<file path="config.mk">
export PLATFORM = sky130hd
export DESIGN_NAME = rpc_reply_stream_deframer
export DESIGN_NICKNAME = d
export VERILOG_FILES = /design/src/rtl/rrsd_pkg.sv /design/src/rtl/rrsd_front.sv /design/src/rtl/rrsd_fifo.sv /design/src/rtl/rrsd_back.sv /design/src/rtl/rpc_reply_stream_deframer.sv
export SDC_FILE = /design/constraint.sdc
export NUM_CORES = 1
export LEC_CHECK = 0
export ABC_AREA = 0
export CORE_AREA = 3 3 221 223
export DETAILED_ROUTE_END_ITERATION = 7
export DIE_AREA = 0 0 224 226
export DONT_BUFFER_PORTS = 1
export PLACE_DENSITY_LB_ADDON = 0.1
export SYNTH_ARGS = -nofsm -noshare
export SYNTH_HDL_FRONTEND = slang
export SYNTH_SLANG_ARGS = --single-unit
</file>
<file path="constraint.sdc">
create_clock -name i_clk -period 21.5 [get_ports i_clk]
set_input_delay 1.075 -clock i_clk [delete_from_list [all_inputs] [get_ports i_clk]]
set_output_delay 1.075 -clock i_clk [all_outputs]
set_load 0.02 [all_outputs]
</file>
<file path="src/rtl/rrsd_pkg.sv">
package rrsd_pkg;

    localparam int HEADER_BYTES = 10;
    localparam int GROUP_DEPTH  = 4;

    localparam logic [31:0] RX_MAGIC = 32'h744E6350;

    // configuration register indexes
    localparam logic CFG_CONNECTION = 1'b0;
    localparam logic CFG_REPLY_TYPE = 1'b1;

    // input opcodes
    localparam logic OP_BYTE  = 1'b0;
    localparam logic OP_START = 1'b1;

    // result kinds
    localparam logic [1:0] KIND_PAYLOAD = 2'd0;
    localparam logic [1:0] KIND_DONE    = 2'd1;
    localparam logic [1:0] KIND_ABORT   = 2'd2;
    localparam logic [1:0] KIND_REFUSED = 2'd3;

    // result status codes
    localparam logic [2:0] ST_OK        = 3'd0;
    localparam logic [2:0] ST_TOO_LONG  = 3'd1;
    localparam logic [2:0] ST_SEQ_BAD   = 3'd2;
    localparam logic [2:0] ST_CONN_BAD  = 3'd3;
    localparam logic [2:0] ST_MAGIC_BAD = 3'd4;
    localparam logic [2:0] ST_LEN_BAD   = 3'd5;

    typedef enum logic [1:0] {
        PH_HEADER,
        PH_PAYLOAD,
        PH_SKIP,
        PH_TOOLONG
    } t_phase;

    typedef struct packed {
        logic [1:0]  kind;
        logic [15:0] buffer_offset;
        logic [7:0]  payload_byte;
        logic [2:0]  status;
        logic [15:0] reply_length;
    } t_result;

    // results caused by one input item, in order; cnt is 1 or 2 when written
    typedef struct packed {
        logic [1:0] cnt;
        t_result    r0;
        t_result    r1;
    } t_group;

endpackage

</file>
<file path="src/rtl/rrsd_front.sv">
module rrsd_front (
    input  logic                   i_clk,
    input  logic                   i_rst_n,
    input  logic                   i_valid,
    input  logic                   i_opcode,
    input  logic [7:0]             i_rx_byte,
    input  logic [7:0]             i_request_sequence,
    input  logic [15:0]            i_max_reply_len,
    input  logic                   i_alloc_slot,
    input  logic                   i_cfg_we,
    input  logic                   i_cfg_idx,
    input  logic [15:0]            i_cfg_data,
    output logic                   o_wr,
    output rrsd_pkg::t_group       o_group
);

    localparam logic [3:0] LastHdr = 4'(rrsd_pkg::HEADER_BYTES - 1);

    rrsd_pkg::t_phase r_phase, n_phase;
    logic [3:0]  r_hcnt, n_hcnt;
    logic [31:0] r_magic, n_magic;
    logic [27:0] r_hlen, n_hlen;
    logic [15:0] r_htype, n_htype;
    logic [27:0] r_rem, n_rem;
    logic [15:0] r_woff, n_woff;
    logic        r_pend, n_pend;
    logic [7:0]  r_pseq, n_pseq;
    logic [15:0] r_pmax, n_pmax;
    logic        r_palloc, n_palloc;
    logic [7:0]  r_sseq, n_sseq;
    logic [15:0] r_sconn, n_sconn;
    logic        r_dead, n_dead;
    logic [15:0] r_conn_cfg;
    logic [15:0] r_type_cfg;

    logic [16:0] max_plus;
    logic [27:0] rem_dec;
    logic [27:0] hdr_rem;
    logic        hdr_done;

    function automatic rrsd_pkg::t_result f_finish(
        input logic        alloc,
        input logic [27:0] len,
        input logic [7:0]  seq_seen,
        input logic [7:0]  seq_pend,
        input logic [15:0] conn_seen,
        input logic [15:0] conn_cfg
    );
        rrsd_pkg::t_result res;
        logic [2:0]        st;
        logic [27:0]       rlen;
        st   = rrsd_pkg::ST_OK;
        rlen = len - 28'd8;
        if (!alloc) begin
            if (len < 28'd11 || seq_seen != seq_pend) begin
                st = rrsd_pkg::ST_SEQ_BAD;
            end else if (len < 28'd14 || conn_seen != conn_cfg) begin
                st = rrsd_pkg::ST_CONN_BAD;
            end
        end
        res = '0;
        if (st == rrsd_pkg::ST_OK) begin
            res.kind         = rrsd_pkg::KIND_DONE;
            res.reply_length = rlen[15:0];
        end else begin
            res.kind   = rrsd_pkg::KIND_ABORT;
            res.status = st;
        end
        return res;
    endfunction

    always_ff @(posedge i_clk) begin
        if (!i_rst_n) begin
            r_phase    <= rrsd_pkg::PH_HEADER;
            r_hcnt     <= '0;
            r_magic    <= '0;
            r_hlen     <= '0;
            r_htype    <= '0;
            r_rem      <= '0;
            r_woff     <= 16'd2;
            r_pend     <= 1'b0;
            r_pseq     <= '0;
            r_pmax     <= '0;
            r_palloc   <= 1'b0;
            r_sseq     <= '0;
            r_sconn    <= '0;
            r_dead     <= 1'b0;
            r_conn_cfg <= 16'hFFFF;
            r_type_cfg <= 16'h3333;
        end else begin
            r_phase  <= n_phase;
            r_hcnt   <= n_hcnt;
            r_magic  <= n_magic;
            r_hlen   <= n_hlen;
            r_htype  <= n_htype;
            r_rem    <= n_rem;
            r_woff   <= n_woff;
            r_pend   <= n_pend;
            r_pseq   <= n_pseq;
            r_pmax   <= n_pmax;
            r_palloc <= n_palloc;
            r_sseq   <= n_sseq;
            r_sconn  <= n_sconn;
            r_dead   <= n_dead;
            if (i_cfg_we) begin
                if (i_cfg_idx == rrsd_pkg::CFG_CONNECTION) begin
                    r_conn_cfg <= i_cfg_data;
                end else begin
                    r_type_cfg <= i_cfg_data;
                end
            end
        end
    end

    assign max_plus = {1'b0, r_pmax} + 17'd8;
    assign rem_dec  = r_rem - 28'd1;
    assign hdr_rem  = n_hlen - 28'd10;
    assign hdr_done = (r_hcnt == LastHdr);

    always_comb begin
        n_phase  = r_phase;
        n_hcnt   = r_hcnt;
        n_magic  = r_magic;
        n_hlen   = r_hlen;
        n_htype  = r_htype;
        n_rem    = r_rem;
        n_woff   = r_woff;
        n_pend   = r_pend;
        n_pseq   = r_pseq;
        n_pmax   = r_pmax;
        n_palloc = r_palloc;
        n_sseq   = r_sseq;
        n_sconn  = r_sconn;
        n_dead   = r_dead;
        o_group  = '0;

        if (i_valid) begin
            if (i_opcode == rrsd_pkg::OP_START) begin
                if (r_dead || r_pend) begin
                    o_group.cnt     = 2'd1;
                    o_group.r0.kind = rrsd_pkg::KIND_REFUSED;
                end else begin
                    n_pend   = 1'b1;
                    n_pseq   = i_request_sequence;
                    n_pmax   = i_max_reply_len;
                    n_palloc = i_alloc_slot;
                end
            end else if (!r_dead) begin
                unique case (r_phase)
                    rrsd_pkg::PH_HEADER: begin
                        if (r_hcnt < 4'd4) begin
                            n_magic = {r_magic[23:0], i_rx_byte};
                        end else if (r_hcnt < 4'd8) begin
                            n_hlen = {r_hlen[19:0], i_rx_byte};
                        end else begin
                            n_htype = {r_htype[7:0], i_rx_byte};
                        end
                        n_hcnt = r_hcnt + 4'd1;
                        if (hdr_done) begin
                            n_hcnt = '0;
                            if (n_magic != rrsd_pkg::RX_MAGIC || n_hlen < 28'd10) begin
                                o_group.cnt       = 2'd1;
                                o_group.r0.kind   = rrsd_pkg::KIND_ABORT;
                                o_group.r0.status = (n_magic != rrsd_pkg::RX_MAGIC) ?
                                    rrsd_pkg::ST_MAGIC_BAD : rrsd_pkg::ST_LEN_BAD;
                                n_dead = 1'b1;
                                n_pend = 1'b0;
                            end else begin
                                n_rem = hdr_rem;
                                if (n_htype != r_type_cfg || !r_pend) begin
                                    n_phase = (hdr_rem == '0) ? rrsd_pkg::PH_HEADER
                                                              : rrsd_pkg::PH_SKIP;
                                end else if (n_hlen > {11'd0, max_plus}) begin
                                    if (hdr_rem == '0) begin
                                        n_pend            = 1'b0;
                                        o_group.cnt       = 2'd1;
                                        o_group.r0.kind   = rrsd_pkg::KIND_DONE;
                                        o_group.r0.status = rrsd_pkg::ST_TOO_LONG;
                                    end else begin
                                        n_phase = rrsd_pkg::PH_TOOLONG;
                                    end
                                end else begin
                                    n_woff = 16'd2;
                                    if (hdr_rem == '0) begin
                                        // empty reply: check at once
                                        o_group.cnt = 2'd1;
                                        o_group.r0  = f_finish(r_palloc, n_hlen, r_sseq,
                                                               r_pseq, r_sconn, r_conn_cfg);
                                        n_pend = 1'b0;
                                        if (o_group.r0.kind == rrsd_pkg::KIND_ABORT) begin
                                            n_dead = 1'b1;
                                        end
                                    end else begin
                                        n_phase = rrsd_pkg::PH_PAYLOAD;
                                    end
                                end
                            end
                        end
                    end
                    rrsd_pkg::PH_PAYLOAD: begin
                        o_group.cnt              = 2'd1;
                        o_group.r0.kind          = rrsd_pkg::KIND_PAYLOAD;
                        o_group.r0.buffer_offset = r_woff;
                        o_group.r0.payload_byte  = i_rx_byte;
                        if (r_woff == 16'd2) begin
                            n_sseq = i_rx_byte;
                        end else if (r_woff == 16'd3) begin
                            n_sconn = {r_sconn[15:8], i_rx_byte};
                        end else if (r_woff == 16'd5) begin
                            n_sconn = {i_rx_byte, r_sconn[7:0]};
                        end
                        n_woff = r_woff + 16'd1;
                        n_rem  = rem_dec;
                        if (rem_dec == '0) begin
                            o_group.cnt = 2'd2;
                            o_group.r1  = f_finish(r_palloc, r_hlen, n_sseq, r_pseq,
                                                   n_sconn, r_conn_cfg);
                            n_pend  = 1'b0;
                            n_phase = rrsd_pkg::PH_HEADER;
                            n_woff  = 16'd2;
                            if (o_group.r1.kind == rrsd_pkg::KIND_ABORT) begin
                                n_dead = 1'b1;
                            end
                        end
                    end
                    rrsd_pkg::PH_TOOLONG: begin
                        n_rem = rem_dec;
                        if (rem_dec == '0) begin
                            n_pend            = 1'b0;
                            n_phase           = rrsd_pkg::PH_HEADER;
                            o_group.cnt       = 2'd1;
                            o_group.r0.kind   = rrsd_pkg::KIND_DONE;
                            o_group.r0.status = rrsd_pkg::ST_TOO_LONG;
                        end
                    end
                    rrsd_pkg::PH_SKIP: begin
                        n_rem = rem_dec;
                        if (rem_dec == '0) begin
                            n_phase = rrsd_pkg::PH_HEADER;
                        end
                    end
                    default: begin
                        n_phase = rrsd_pkg::PH_HEADER;
                    end
                endcase
            end
        end
    end

    assign o_wr = (o_group.cnt != 2'd0);

endmodule

</file>
<file path="src/rtl/rrsd_fifo.sv">
module rrsd_fifo #(
    parameter int DEPTH = rrsd_pkg::GROUP_DEPTH
) (
    input  logic               i_clk,
    input  logic               i_rst_n,
    input  logic               i_wr,
    input  rrsd_pkg::t_group   i_wdata,
    input  logic               i_rd,
    output rrsd_pkg::t_group   o_rdata,
    output logic               o_nonempty,
    output logic               o_full
);

    localparam int PW = $clog2(DEPTH);
    localparam int CW = $clog2(DEPTH + 1);

    rrsd_pkg::t_group r_mem [DEPTH];
    logic [PW-1:0] r_wptr, r_rptr;
    logic [CW-1:0] r_cnt;
    logic          do_wr, do_rd;

    assign o_full     = (r_cnt == CW'(DEPTH));
    assign o_nonempty = (r_cnt != '0);
    assign o_rdata    = r_mem[r_rptr];
    assign do_wr      = i_wr && !o_full;
    assign do_rd      = i_rd && o_nonempty;

    always_ff @(posedge i_clk) begin
        if (!i_rst_n) begin
            r_wptr <= '0;
            r_rptr <= '0;
            r_cnt  <= '0;
        end else begin
            if (do_wr) begin
                r_wptr <= (r_wptr == PW'(DEPTH - 1)) ? '0 : r_wptr + PW'(1);
            end
            if (do_rd) begin
                r_rptr <= (r_rptr == PW'(DEPTH - 1)) ? '0 : r_rptr + PW'(1);
            end
            if (do_wr && !do_rd) begin
                r_cnt <= r_cnt + CW'(1);
            end else if (do_rd && !do_wr) begin
                r_cnt <= r_cnt - CW'(1);
            end
        end
    end

    always_ff @(posedge i_clk) begin
        if (do_wr) begin
            r_mem[r_wptr] <= i_wdata;
        end
    end

endmodule

</file>
<file path="src/rtl/rrsd_back.sv">
module rrsd_back (
    input  logic               i_clk,
    input  logic               i_rst_n,
    input  rrsd_pkg::t_group   i_group,
    input  logic               i_group_valid,
    output logic               o_group_rd,
    output logic               empty,
    input  logic               pop,
    output rrsd_pkg::t_result  o_result,
    output logic               o_last
);

    rrsd_pkg::t_group r_cur;
    logic             r_valid;
    logic             r_idx;
    logic             take, consume, load;

    assign o_last   = (r_cur.cnt == 2'd1) || r_idx;
    assign o_result = r_idx ? r_cur.r1 : r_cur.r0;
    assign empty    = !r_valid;

    assign take       = r_valid && pop;
    assign consume    = take && o_last;
    assign load       = (!r_valid || consume) && i_group_valid;
    assign o_group_rd = load;

    always_ff @(posedge i_clk) begin
        if (!i_rst_n) begin
            r_valid <= 1'b0;
            r_idx   <= 1'b0;
        end else begin
            if (load) begin
                r_valid <= 1'b1;
                r_idx   <= 1'b0;
            end else if (consume) begin
                r_valid <= 1'b0;
                r_idx   <= 1'b0;
            end else if (take) begin
                // advance to the second beat of this group
                r_idx <= 1'b1;
            end
        end
    end

    always_ff @(posedge i_clk) begin
        if (load) begin
            r_cur <= i_group;
        end
    end

endmodule

</file>
<file path="src/rtl/rpc_reply_stream_deframer.sv">
// Reply deframer for a request/reply protocol carried over a TCP byte stream.
// Input channel (push/full): each beat is either one received stream byte
// (opcode 0) or a start command (opcode 1) that arms the single outstanding
// request with its sequence, reply buffer size and slot-allocation flag.
// Result channel (empty/pop): each beat is a payload byte with its buffer
// offset, a request completion, a connection abort or a refused start;
// o_last marks the final beat caused by one input beat (at most two).
// Configuration: i_cfg_we writes connection number (index 0) or reply type
// code (index 1); write only while the block is idle.
// Throughput: one input beat per cycle while full is low; the parser never
// stalls a beat, and the result side drains one beat per cycle while pop is
// high, so an input that ends a reply yields two result beats. A four-entry queue of
// result groups sits between parser and output register; full rises when it
// fills, e.g. while the receiver holds pop low.
// Reset clears the parser to header phase, drops any pending request,
// empties the queue and restores both configuration registers.
module rpc_reply_stream_deframer #(
    parameter int GROUP_DEPTH = rrsd_pkg::GROUP_DEPTH
) (
    input  logic        i_clk,
    input  logic        i_rst_n,
    input  logic        push,
    output logic        full,
    input  logic        i_opcode,
    input  logic [7:0]  i_rx_byte,
    input  logic [7:0]  i_request_sequence,
    input  logic [15:0] i_max_reply_len,
    input  logic        i_alloc_slot,
    input  logic        i_cfg_we,
    input  logic        i_cfg_idx,
    input  logic [15:0] i_cfg_data,
    output logic        empty,
    input  logic        pop,
    output logic [1:0]  o_kind,
    output logic [15:0] o_buffer_offset,
    output logic [7:0]  o_payload_byte,
    output logic [2:0]  o_status,
    output logic [15:0] o_reply_length,
    output logic        o_last
);

    logic              accept;
    logic              grp_wr;
    rrsd_pkg::t_group  grp_wdata;
    rrsd_pkg::t_group  grp_rdata;
    logic              grp_nonempty;
    logic              grp_rd;
    rrsd_pkg::t_result res;

    assign accept = push && !full;

    rrsd_front u_front (
        .i_clk              (i_clk),
        .i_rst_n            (i_rst_n),
        .i_valid            (accept),
        .i_opcode           (i_opcode),
        .i_rx_byte          (i_rx_byte),
        .i_request_sequence (i_request_sequence),
        .i_max_reply_len    (i_max_reply_len),
        .i_alloc_slot       (i_alloc_slot),
        .i_cfg_we           (i_cfg_we),
        .i_cfg_idx          (i_cfg_idx),
        .i_cfg_data         (i_cfg_data),
        .o_wr               (grp_wr),
        .o_group            (grp_wdata)
    );

    rrsd_fifo #(
        .DEPTH (GROUP_DEPTH)
    ) u_fifo (
        .i_clk      (i_clk),
        .i_rst_n    (i_rst_n),
        .i_wr       (grp_wr),
        .i_wdata    (grp_wdata),
        .i_rd       (grp_rd),
        .o_rdata    (grp_rdata),
        .o_nonempty (grp_nonempty),
        .o_full     (full)
    );

    rrsd_back u_back (
        .i_clk         (i_clk),
        .i_rst_n       (i_rst_n),
        .i_group       (grp_rdata),
        .i_group_valid (grp_nonempty),
        .o_group_rd    (grp_rd),
        .empty         (empty),
        .pop           (pop),
        .o_result      (res),
        .o_last        (o_last)
    );

    assign o_kind          = res.kind;
    assign o_buffer_offset = res.buffer_offset;
    assign o_payload_byte  = res.payload_byte;
    assign o_status        = res.status;
    assign o_reply_length  = res.reply_length;

endmodule

</file>
# After elaboration in Yosys (flattened, before gate mapping)

Memories as Yosys holds them, arrays and structs flattened. A register that Yosys moved wholly into a read port is not among the register bits.
Index checks and enable logic that the tools add are counted.

Add/sub/neg operators: 11
Order comparisons: 8
Eq/ne operators: 31
Mux-type cells: 156
Bitwise gates (word level): 5
Reductions and logical operators: 46

Operators with widths:

| cell                                                                   | number |
|---|---|
| 47-bit 2-to-1 mux                                                      | 10 |
| 16-bit 2-to-1 mux                                                      | 23 |
| 28-bit 2-to-1 mux                                                      | 12 |
| 92-bit 2-to-1 mux                                                      | 2 |
| 32-bit 2-to-1 mux                                                      | 5 |
| 28-bit by 4-bit < comparator with 1-bit output (second input constant) | 5 |
| 45-bit 2-to-1 mux                                                      | 3 |
| 88-bit 2-to-1 mux                                                      | 1 |
| 3-bit 2-to-1 mux                                                       | 27 |
| 2-bit 2-to-1 mux                                                       | 29 |
| 28-bit zero test                                                       | 2 |
| 28-bit case mux with 2 select lines                                    | 1 |
| 24-bit 2-to-1 mux                                                      | 2 |
| 16-bit != test                                                         | 3 |
| 24-bit case mux with 2 select lines                                    | 1 |
| 46-bit 2-to-1 mux                                                      | 1 |
| 8-bit 2-to-1 mux                                                       | 5 |
| 16-bit by 2-bit == test with 1-bit output (second input constant)      | 2 |
| 32-bit by 31-bit != test with 1-bit output (second input constant)     | 1 |
| 16-bit case mux with 2 select lines                                    | 1 |
| 16-bit by 4-bit subtractor with 16-bit output (second input constant)  | 2 |
| 28-bit by 17-bit greater-than comparator with 1-bit output             | 1 |
| 28-bit by 1-bit subtractor with 28-bit output (second input constant)  | 1 |
| 28-bit by 4-bit subtractor with 28-bit output (second input constant)  | 1 |
| 42 further kinds                                                       | 116 |

Register bits after elaboration: 218
Bits in writable memories: 368
Input bits: 56
Output and inout port bits: 48
Logic and storage cells: 279
Memories: 1

Memory list:

| memory       | depth | bits a word | read ports | clocked after Yosys merged registers in | wr ports | RTL line        | text |
|---|---|---|---|---|---|---|---|
| u_fifo.r_mem | 4     | 92          | 1          | 1                                       | 1        | rrsd_fifo.sv:17 | `rrsd_pkg::t_group r_mem [DEPTH];` |

# Logic depth before layout (Yosys ltp)

Word-level depth: 56
Gate-level depth with buffers: 26
Depth with buffers taken out: 21

# Cells and area by module

Synthesis repeated with hierarchy kept, for this count alone.

Cells, all modules: 2,572
Area total of the unflattened synthesis: 31,541.5 µm²

By module, submodules not included:

| module                    | times used | cells an instance | area each (µm²) | seq. area each (µm²) |
|---|---|---|---|---|
| rrsd_front                | 1          | 1,884             | 14,234.9        | 4,184.0 |
| rrsd_fifo                 | 1          | 531               | 13,753.2        | 11,230.8 |
| rrsd_back                 | 1          | 156               | 3,539.6         | 2,802.7 |
| rpc_reply_stream_deframer | 1          | 1                 | 13.8            | 0.0 |

# Worst setup path before layout

OpenSTA, ideal clock, no wires.

Kind: input -> register
Start point: input port i_opcode
End point: memory u_fifo.r_mem[0][0] (netlist bit) (enable)
Library setup time: 0.432 ns
Arrival time: 7.031 ns
Required time: 21.068 ns
Path slack: 14.036 ns
Cell stages on the path: 18
Buffers on the path: 4
Cell sequence: or3b_4 > nor3_1 > clkbuf_1 > clkbuf_1 > nor2_1 > a21oi_1 > ha_1 > a211oi_1 > a2111o_1 > buf_4 > xor2_1 > a21o_1 > a2111o_1 > or4_1 > a21oi_1 > o41a_1 > buf_2 > and2_1

Longest elaborated chain between the ends: 25
Elaborated cells on any way between the ends: 26
Classes of those cells: add/sub (1); mux (22); reduce/logical (3)

Ends and longest elaborated chain:

| element                                       | RTL line                             | text |
|---|---|---|
| from (decl)                                   | rpc_reply_stream_deframer.sv:24      | `input logic i_opcode,` |
| 28-bit 2-to-1 mux                             | rrsd_front.sv:138                    | `if (i_opcode == rrsd_pkg::OP_START) begin` |
| 28-bit 2-to-1 mux                             | rrsd_front.sv:137                    | `if (i_valid) begin` |
| 28-bit by 4-bit subtractor with 28-bit output | rrsd_front.sv:117                    | `assign hdr_rem = n_hlen - 28'd10;` |
| 28-bit zero test                              | rrsd_front.sv:174, rrsd_front.sv:184 |  |
| 46-bit 2-to-1 mux                             | rrsd_front.sv:184                    | `if (hdr_rem == '0) begin` |
| 47-bit 2-to-1 mux                             | rrsd_front.sv:173                    | `end else if (n_hlen > {11'd0, max_plus}) begin` |
| 47-bit 2-to-1 mux                             | rrsd_front.sv:170                    | `if (n_htype != r_type_cfg \|\| !r_pend) begin` |
| 47-bit 2-to-1 mux                             | rrsd_front.sv:161                    | `if (n_magic != rrsd_pkg::RX_MAGIC \|\| n_hlen < 28'd10) begin` |
| [10 not listed]                               | n/a                                  |  |
| 92-bit 2-to-1 mux                             | rrsd_front.sv:148                    | `end else if (!r_dead) begin` |
| 4-bit 2-to-1 mux (*)                          | rrsd_front.sv:138                    |  |
| 92-bit 2-to-1 mux (*)                         | rrsd_front.sv:137                    |  |
| 2-bit nonzero test (*)                        | rrsd_front.sv:250                    | `assign o_wr = (o_group.cnt != 2'd0);` |
| 1-bit logical AND (*)                         | rrsd_fifo.sv:25                      | `assign do_wr = i_wr && !o_full;` |
| via u_fifo.do_wr                              | rrsd_fifo.sv:20                      | `logic do_wr, do_rd;` |
| 1-bit 2-to-1 mux (*)                          | rrsd_fifo.sv:49                      | `if (do_wr) begin` |
| 1-bit 2-to-1 mux (not written as such) (*)    | rrsd_fifo.sv:50                      | `r_mem[r_wptr] <= i_wdata;` |
| to (decl)                                     | rrsd_fifo.sv:17                      |  |

The timed path passes the listed nets; every way through them passes the cells marked *. The select of a mux whose other input is x is not followed.

# Worst setup path after layout

Start point: register u_front.r_hcnt[2]
End point: register u_fifo.r_cnt[2]

Longest elaborated chain between the ends: 35
Elaborated cells on any way between the ends: 57
Classes of those cells: add/sub (1); order compare (4); eq/ne (3); mux (40); reduce/logical (9)

Ends and longest elaborated chain:

| element                             | RTL line          | text |
|---|---|---|
| from (decl)                         | rrsd_front.sv:20  | `logic [3:0] r_hcnt, n_hcnt;` |
| from (signal assigned)              | rrsd_front.sv:92  | `r_hcnt <= n_hcnt;` |
| 4-bit < comparator                  | rrsd_front.sv:153 | `end else if (r_hcnt < 4'd8) begin` |
| 28-bit 2-to-1 mux                   | rrsd_front.sv:153 |  |
| 28-bit 2-to-1 mux                   | rrsd_front.sv:151 | `if (r_hcnt < 4'd4) begin` |
| 28-bit 2-to-1 mux                   | rrsd_front.sv:149 | `unique case (r_phase)` |
| 28-bit 2-to-1 mux                   | rrsd_front.sv:148 |  |
| 28-bit 2-to-1 mux                   | rrsd_front.sv:138 |  |
| 28-bit 2-to-1 mux                   | rrsd_front.sv:137 |  |
| 28-bit 2-to-1 mux                   | rrsd_front.sv:149 |  |
| [19 not listed]                     | n/a               |  |
| 92-bit 2-to-1 mux (*)               | rrsd_front.sv:148 |  |
| 4-bit 2-to-1 mux (*)                | rrsd_front.sv:138 |  |
| 92-bit 2-to-1 mux (*)               | rrsd_front.sv:137 |  |
| 2-bit nonzero test (*)              | rrsd_front.sv:250 |  |
| 1-bit logical AND (*)               | rrsd_fifo.sv:25   |  |
| 1-bit zero test                     | rrsd_fifo.sv:42   | `end else if (do_rd && !do_wr) begin` |
| 1-bit logical AND                   | rrsd_fifo.sv:42   |  |
| 2-bit nonzero test (no source line) | n/a               |  |
| to (signal assigned)                | rrsd_fifo.sv:41   | `r_cnt <= r_cnt + CW'(1);` |
| to (signal assigned)                | rrsd_fifo.sv:43   | `r_cnt <= r_cnt - CW'(1);` |
| to (decl)                           | rrsd_fifo.sv:19   | `logic [CW-1:0] r_cnt;` |

Mark *: on every way between the ends. The rest lies on a longest branch, timed or not. The select of a mux whose other input is x is not followed.
A chain may end at the register's enable or synchronous reset.

==> impl_metrics.json <==
{
  "final_cell_area_um2": 28100,
  "die_h_um": 226,
  "cts-root-buf": "clkbuf_16",
  "path_max_fanout": 30,
  "cap_violations": 0,
  "cp_num_buf_inv": 2,
  "port_buffers": 0,
  "postCtsSetupBuffers": 0,
  "synth-edff-count": 335,
  "setup.worst_path.class": "reg2reg",
  "fin_util_pct": 60.1,
  "fillerInstances": 3789,
  "synth_top_area_share_pct": 39.0,
  "routed_wl_um": 62700,
  "total_power_mw": 2.77,
  "grt_pass1_vias": 16800,
  "start_util_pct": 55.1,
  "p_comb_share_pct": 16.8,
  "drv_slew": 0,
  "worstSetupStartpointType": "flip-flop",
  "power.internal_mw": 2.01,
  "critPathArrivalTime_ps": 7400,
  "dpl_cell_area_um2": 26200,
  "hold_viol_final": 0,
  "gp_congestion": 0.922,
  "rsz0062_at_grt": "false",
  "cp_top_family": "compound AO/OA/AOI/OAI gates",
  "crit_required_ps": 22030,
  "cts_buffer_depth": 3,
  "io_pins": 104,
  "maxSlewHeadroom_pct": 17.7,
  "cts_hold_buf": 0,
  "synth.largest_area_cell": "edfxtp_1",
  "antenna_left": 0,
  "cts_tree": "yes",
  "core-area_um2": 46800,
  "vias": 17300,
  "async_flop_share_pct": 0,
  "routedWlPerCell_um": 21.5,
  "vdd_drop_max_mv": 0.0684,
  "cts.repair.resized": 0,
  "p_sw_uw": 765,
  "nNetsFinal": 2356,
  "synth.most_common_cell": "edfxtp_1",
  "gr-usage-all-layers_pct": 24.8,
  "die-area_um2": 50600,
  "first_pass_iters": 7,
  "overflow": 0,
  "grt_max_degree": 74,
  "drive_above_1_share_pct": 10.7,
  "setup-tns-final_ps": 0,
  "area_growth_pct": 9.10,
  "die-width_um": 224,
  "max_stage_delay_ps": 830,
  "cp_cell_sequence": "nor2b_4 -> mux2i_1 -> nor2_1 -> a21oi_1 -> ha_1 -> a211oi_1 -> buf_4 -> a2111o_1 -> xor2_1 -> a21o_1 -> a2111o_1 -> or4_1 -> a21oi_1 -> o41a_1 -> ha_1 -> inv_1 -> fa_1 -> xor2_1 -> or3_1 -> a21oi_1",
  "synth_commonest_cells": "335 x edfxtp_1, 311 x nand2_1, 218 x dfxtp_1",
  "fmax_mhz": 146,
  "cts_buffers": 55,
  "status": "finished clean",
  "swShare_pct": 27.6,
  "grt_antenna_before_repair": 0,
  "htreeDepth": 2,
  "synth-main-ff-cell": "edfxtp_1",
  "clk_latency_ps": 630,
  "syn_area_per_cell_um2": 11.2,
  "drc": 0,
  "p_leak_nw": 9.92,
  "rows": 79,
  "slowest_stage": "nor2b_4",
  "vias_per_cell": 5.92,
  "synth-seq-cells": 553,
  "end_kind": "flip-flop",
  "grt_first_pass_wirelength_um": 98000,
  "synth_cells": 2309,
  "dp.final_hpwl_um": 41400,
  "finalCritPeriodShare_pct": 32.0,
  "synthTopCellsByArea": "edfxtp_1 39%, dfxtp_1 17%, mux4_2 5.9%",
  "p_clk_share_pct": 35.6,
  "drtIter0Drc": 1385,
  "clkSlewWorstSetupHoldPaths_ps": 60,
  "synth_cell_types": 81,
  "ys_seq_area_share_pct": 56.0,
  "netlist_area_um2": 25800,
  "cts.sinks": 553,
  "powerDensity_nw_per_um2": 98.6,
  "min_period_ps": 6870,
  "finalSetupViolations": 0,
  "diodes": 0,
  "synth_warnings": 0,
  "hold_path.class": "reg2reg",
  "skew_ps": 27.0,
  "seqPwrFrac_pct": 47.6,
  "timing_worst_slew_pin_value_ps": 1230,
  "crit_top_cell": "a21oi_1"
}
[layout make-up]
class | count | area (µm²) | share of cell area [%]
flip-flops and latches | 553 | 14400 | 51.3
multi-input cells | 1585 | 10700 | 38.1
clock buffers | 74 | 1580 | 5.62
well taps | 607 | 759 | 2.70
clock inverters | 29 | 317 | 1.13
inverters | 50 | 190 | 0.676
repair buffers | 17 | 128 | 0.454
[worst register-to-register path: cells and delay by family, from the launching register on]
family | cells | cell delay, ps
adder cells (fa/ha/maj) | 3 | 910
AO/OA/AOI/OAI | 8 | 2170
AND/OR/NAND/NOR | 4 | 1910
flip-flops | 1 | 500
multiplexers | 1 | 630
buffers and inverters | 2 | 250
XOR/XNOR | 2 | 430
[power groups by stage]
stage,Combinational [mW],Clock [mW],Sequential (mW)
after floorplan,0.408,0,1.30
after global placement,0.466,0,1.34
after detailed placement,0.474,0,1.35
after CTS,0.475,1.01,1.32
after global routing,0.505,1.05,1.33
final,0.465,0.987,1.32
[per-layer routing]
| layer | track usage, % | up-vias | part of all wire [%] |
|---|---|---|---|
| met5 | 0 | - | 0 |
| met4 | 7.08 | 0 | 2.7 |
| met3 | 4.03 | 103 | 5.5 |
| met2 | 40.3 | 476 | 47 |
| met1 | 34.8 | 8482 | 45 |
| li1 | - | 8207 | - |
[cell usage in the layout (no fill, tap or decap), types with 7 or more instances in the layout]
cell,netlist,layout
nor2_1,207,206
o31ai_1,9,9
nand4b_1,7,7
buf_4,2,17
or3_1,14,14
a31oi_1,12,12
xnor2_1,56,56
o221a_2,7,7
a21oi_1,158,158
a211oi_1,9,9
clkbuf_16,0,56
dfxtp_1,218,215
mux2i_1,85,85
nand2b_1,8,8
nand3_1,59,59
and3_1,10,10
o21ai_0,53,53
or2_2,11,11
clkbuf_1,115,7
mux4_2,67,67
nand4_1,31,31
inv_1,49,49
mux2_2,35,35
nor2b_1,48,47
a21o_1,16,16
clkbuf_8,0,11
nor3_1,58,56
edfxtp_1,335,335
nor4_1,35,34
or4_1,7,7
conb_1,1,24
clkinv_1,1,9
xor2_1,84,84
and2_1,36,32
nand2_1,311,311
ha_1,37,36
[registers in the layout, summed over array words and instances (netlist names), 8 cells and up]
register            flops
u_front.r_rem          28
u_front.r_magic        32
u_front.r_hlen         28
u_front.r_type_cfg     16
u_fifo.r_mem          268
u_back.r_cur           67
u_front.r_sconn        16
u_front.r_conn_cfg     16
u_front.r_woff         16
u_front.r_sseq          8
u_front.r_pmax         16
u_front.r_pseq          8
u_front.r_htype        16
[kinds of logic after synthesis]
| logic type | synth area share, % |
|---|---|
| buf+inv | 2.98 |
| other cells | 0.0146 |
| simple gates | 16.0 |
| fa+ha+maj | 1.87 |
| xor+xnor | 4.76 |
| mux | 10.7 |
| flops | 56.0 |
| compound gates | 7.70 |
[path summary, 6_finish.rpt]
check / startpoint / to / slack [ps] / cells after the start
min: u_back.r_valid$_SDFFE_PN0P_ / u_back.r_idx$_SDFFE_PP0P_ / 450 / 2
max: u_front.r_hcnt[2]$_SDFFE_PN0P_ / u_fifo.r_cnt[2]$_SDFFE_PN0P_ / 14630 / 20
min reg2reg: u_back.r_valid$_SDFFE_PN0P_ / u_back.r_idx$_SDFFE_PP0P_ / 450 / 2
max reg2reg: u_front.r_hcnt[2]$_SDFFE_PN0P_ / u_fifo.r_cnt[2]$_SDFFE_PN0P_ / 14630 / 20
[stage by stage]
stage | worst slack (ps) | hold WS, ps | cells
after floorplan | 14040 | 431 | 2332
after global placement | 14870 | 437 | 2812
after detailed placement | 14730 | 436 | 2812
after CTS | 14760 | 445 | 2915
after global routing | 14320 | 472 | 2915
final | 14630 | 446 | 2915
No activity file was read; power rests on OpenSTA's default activity.
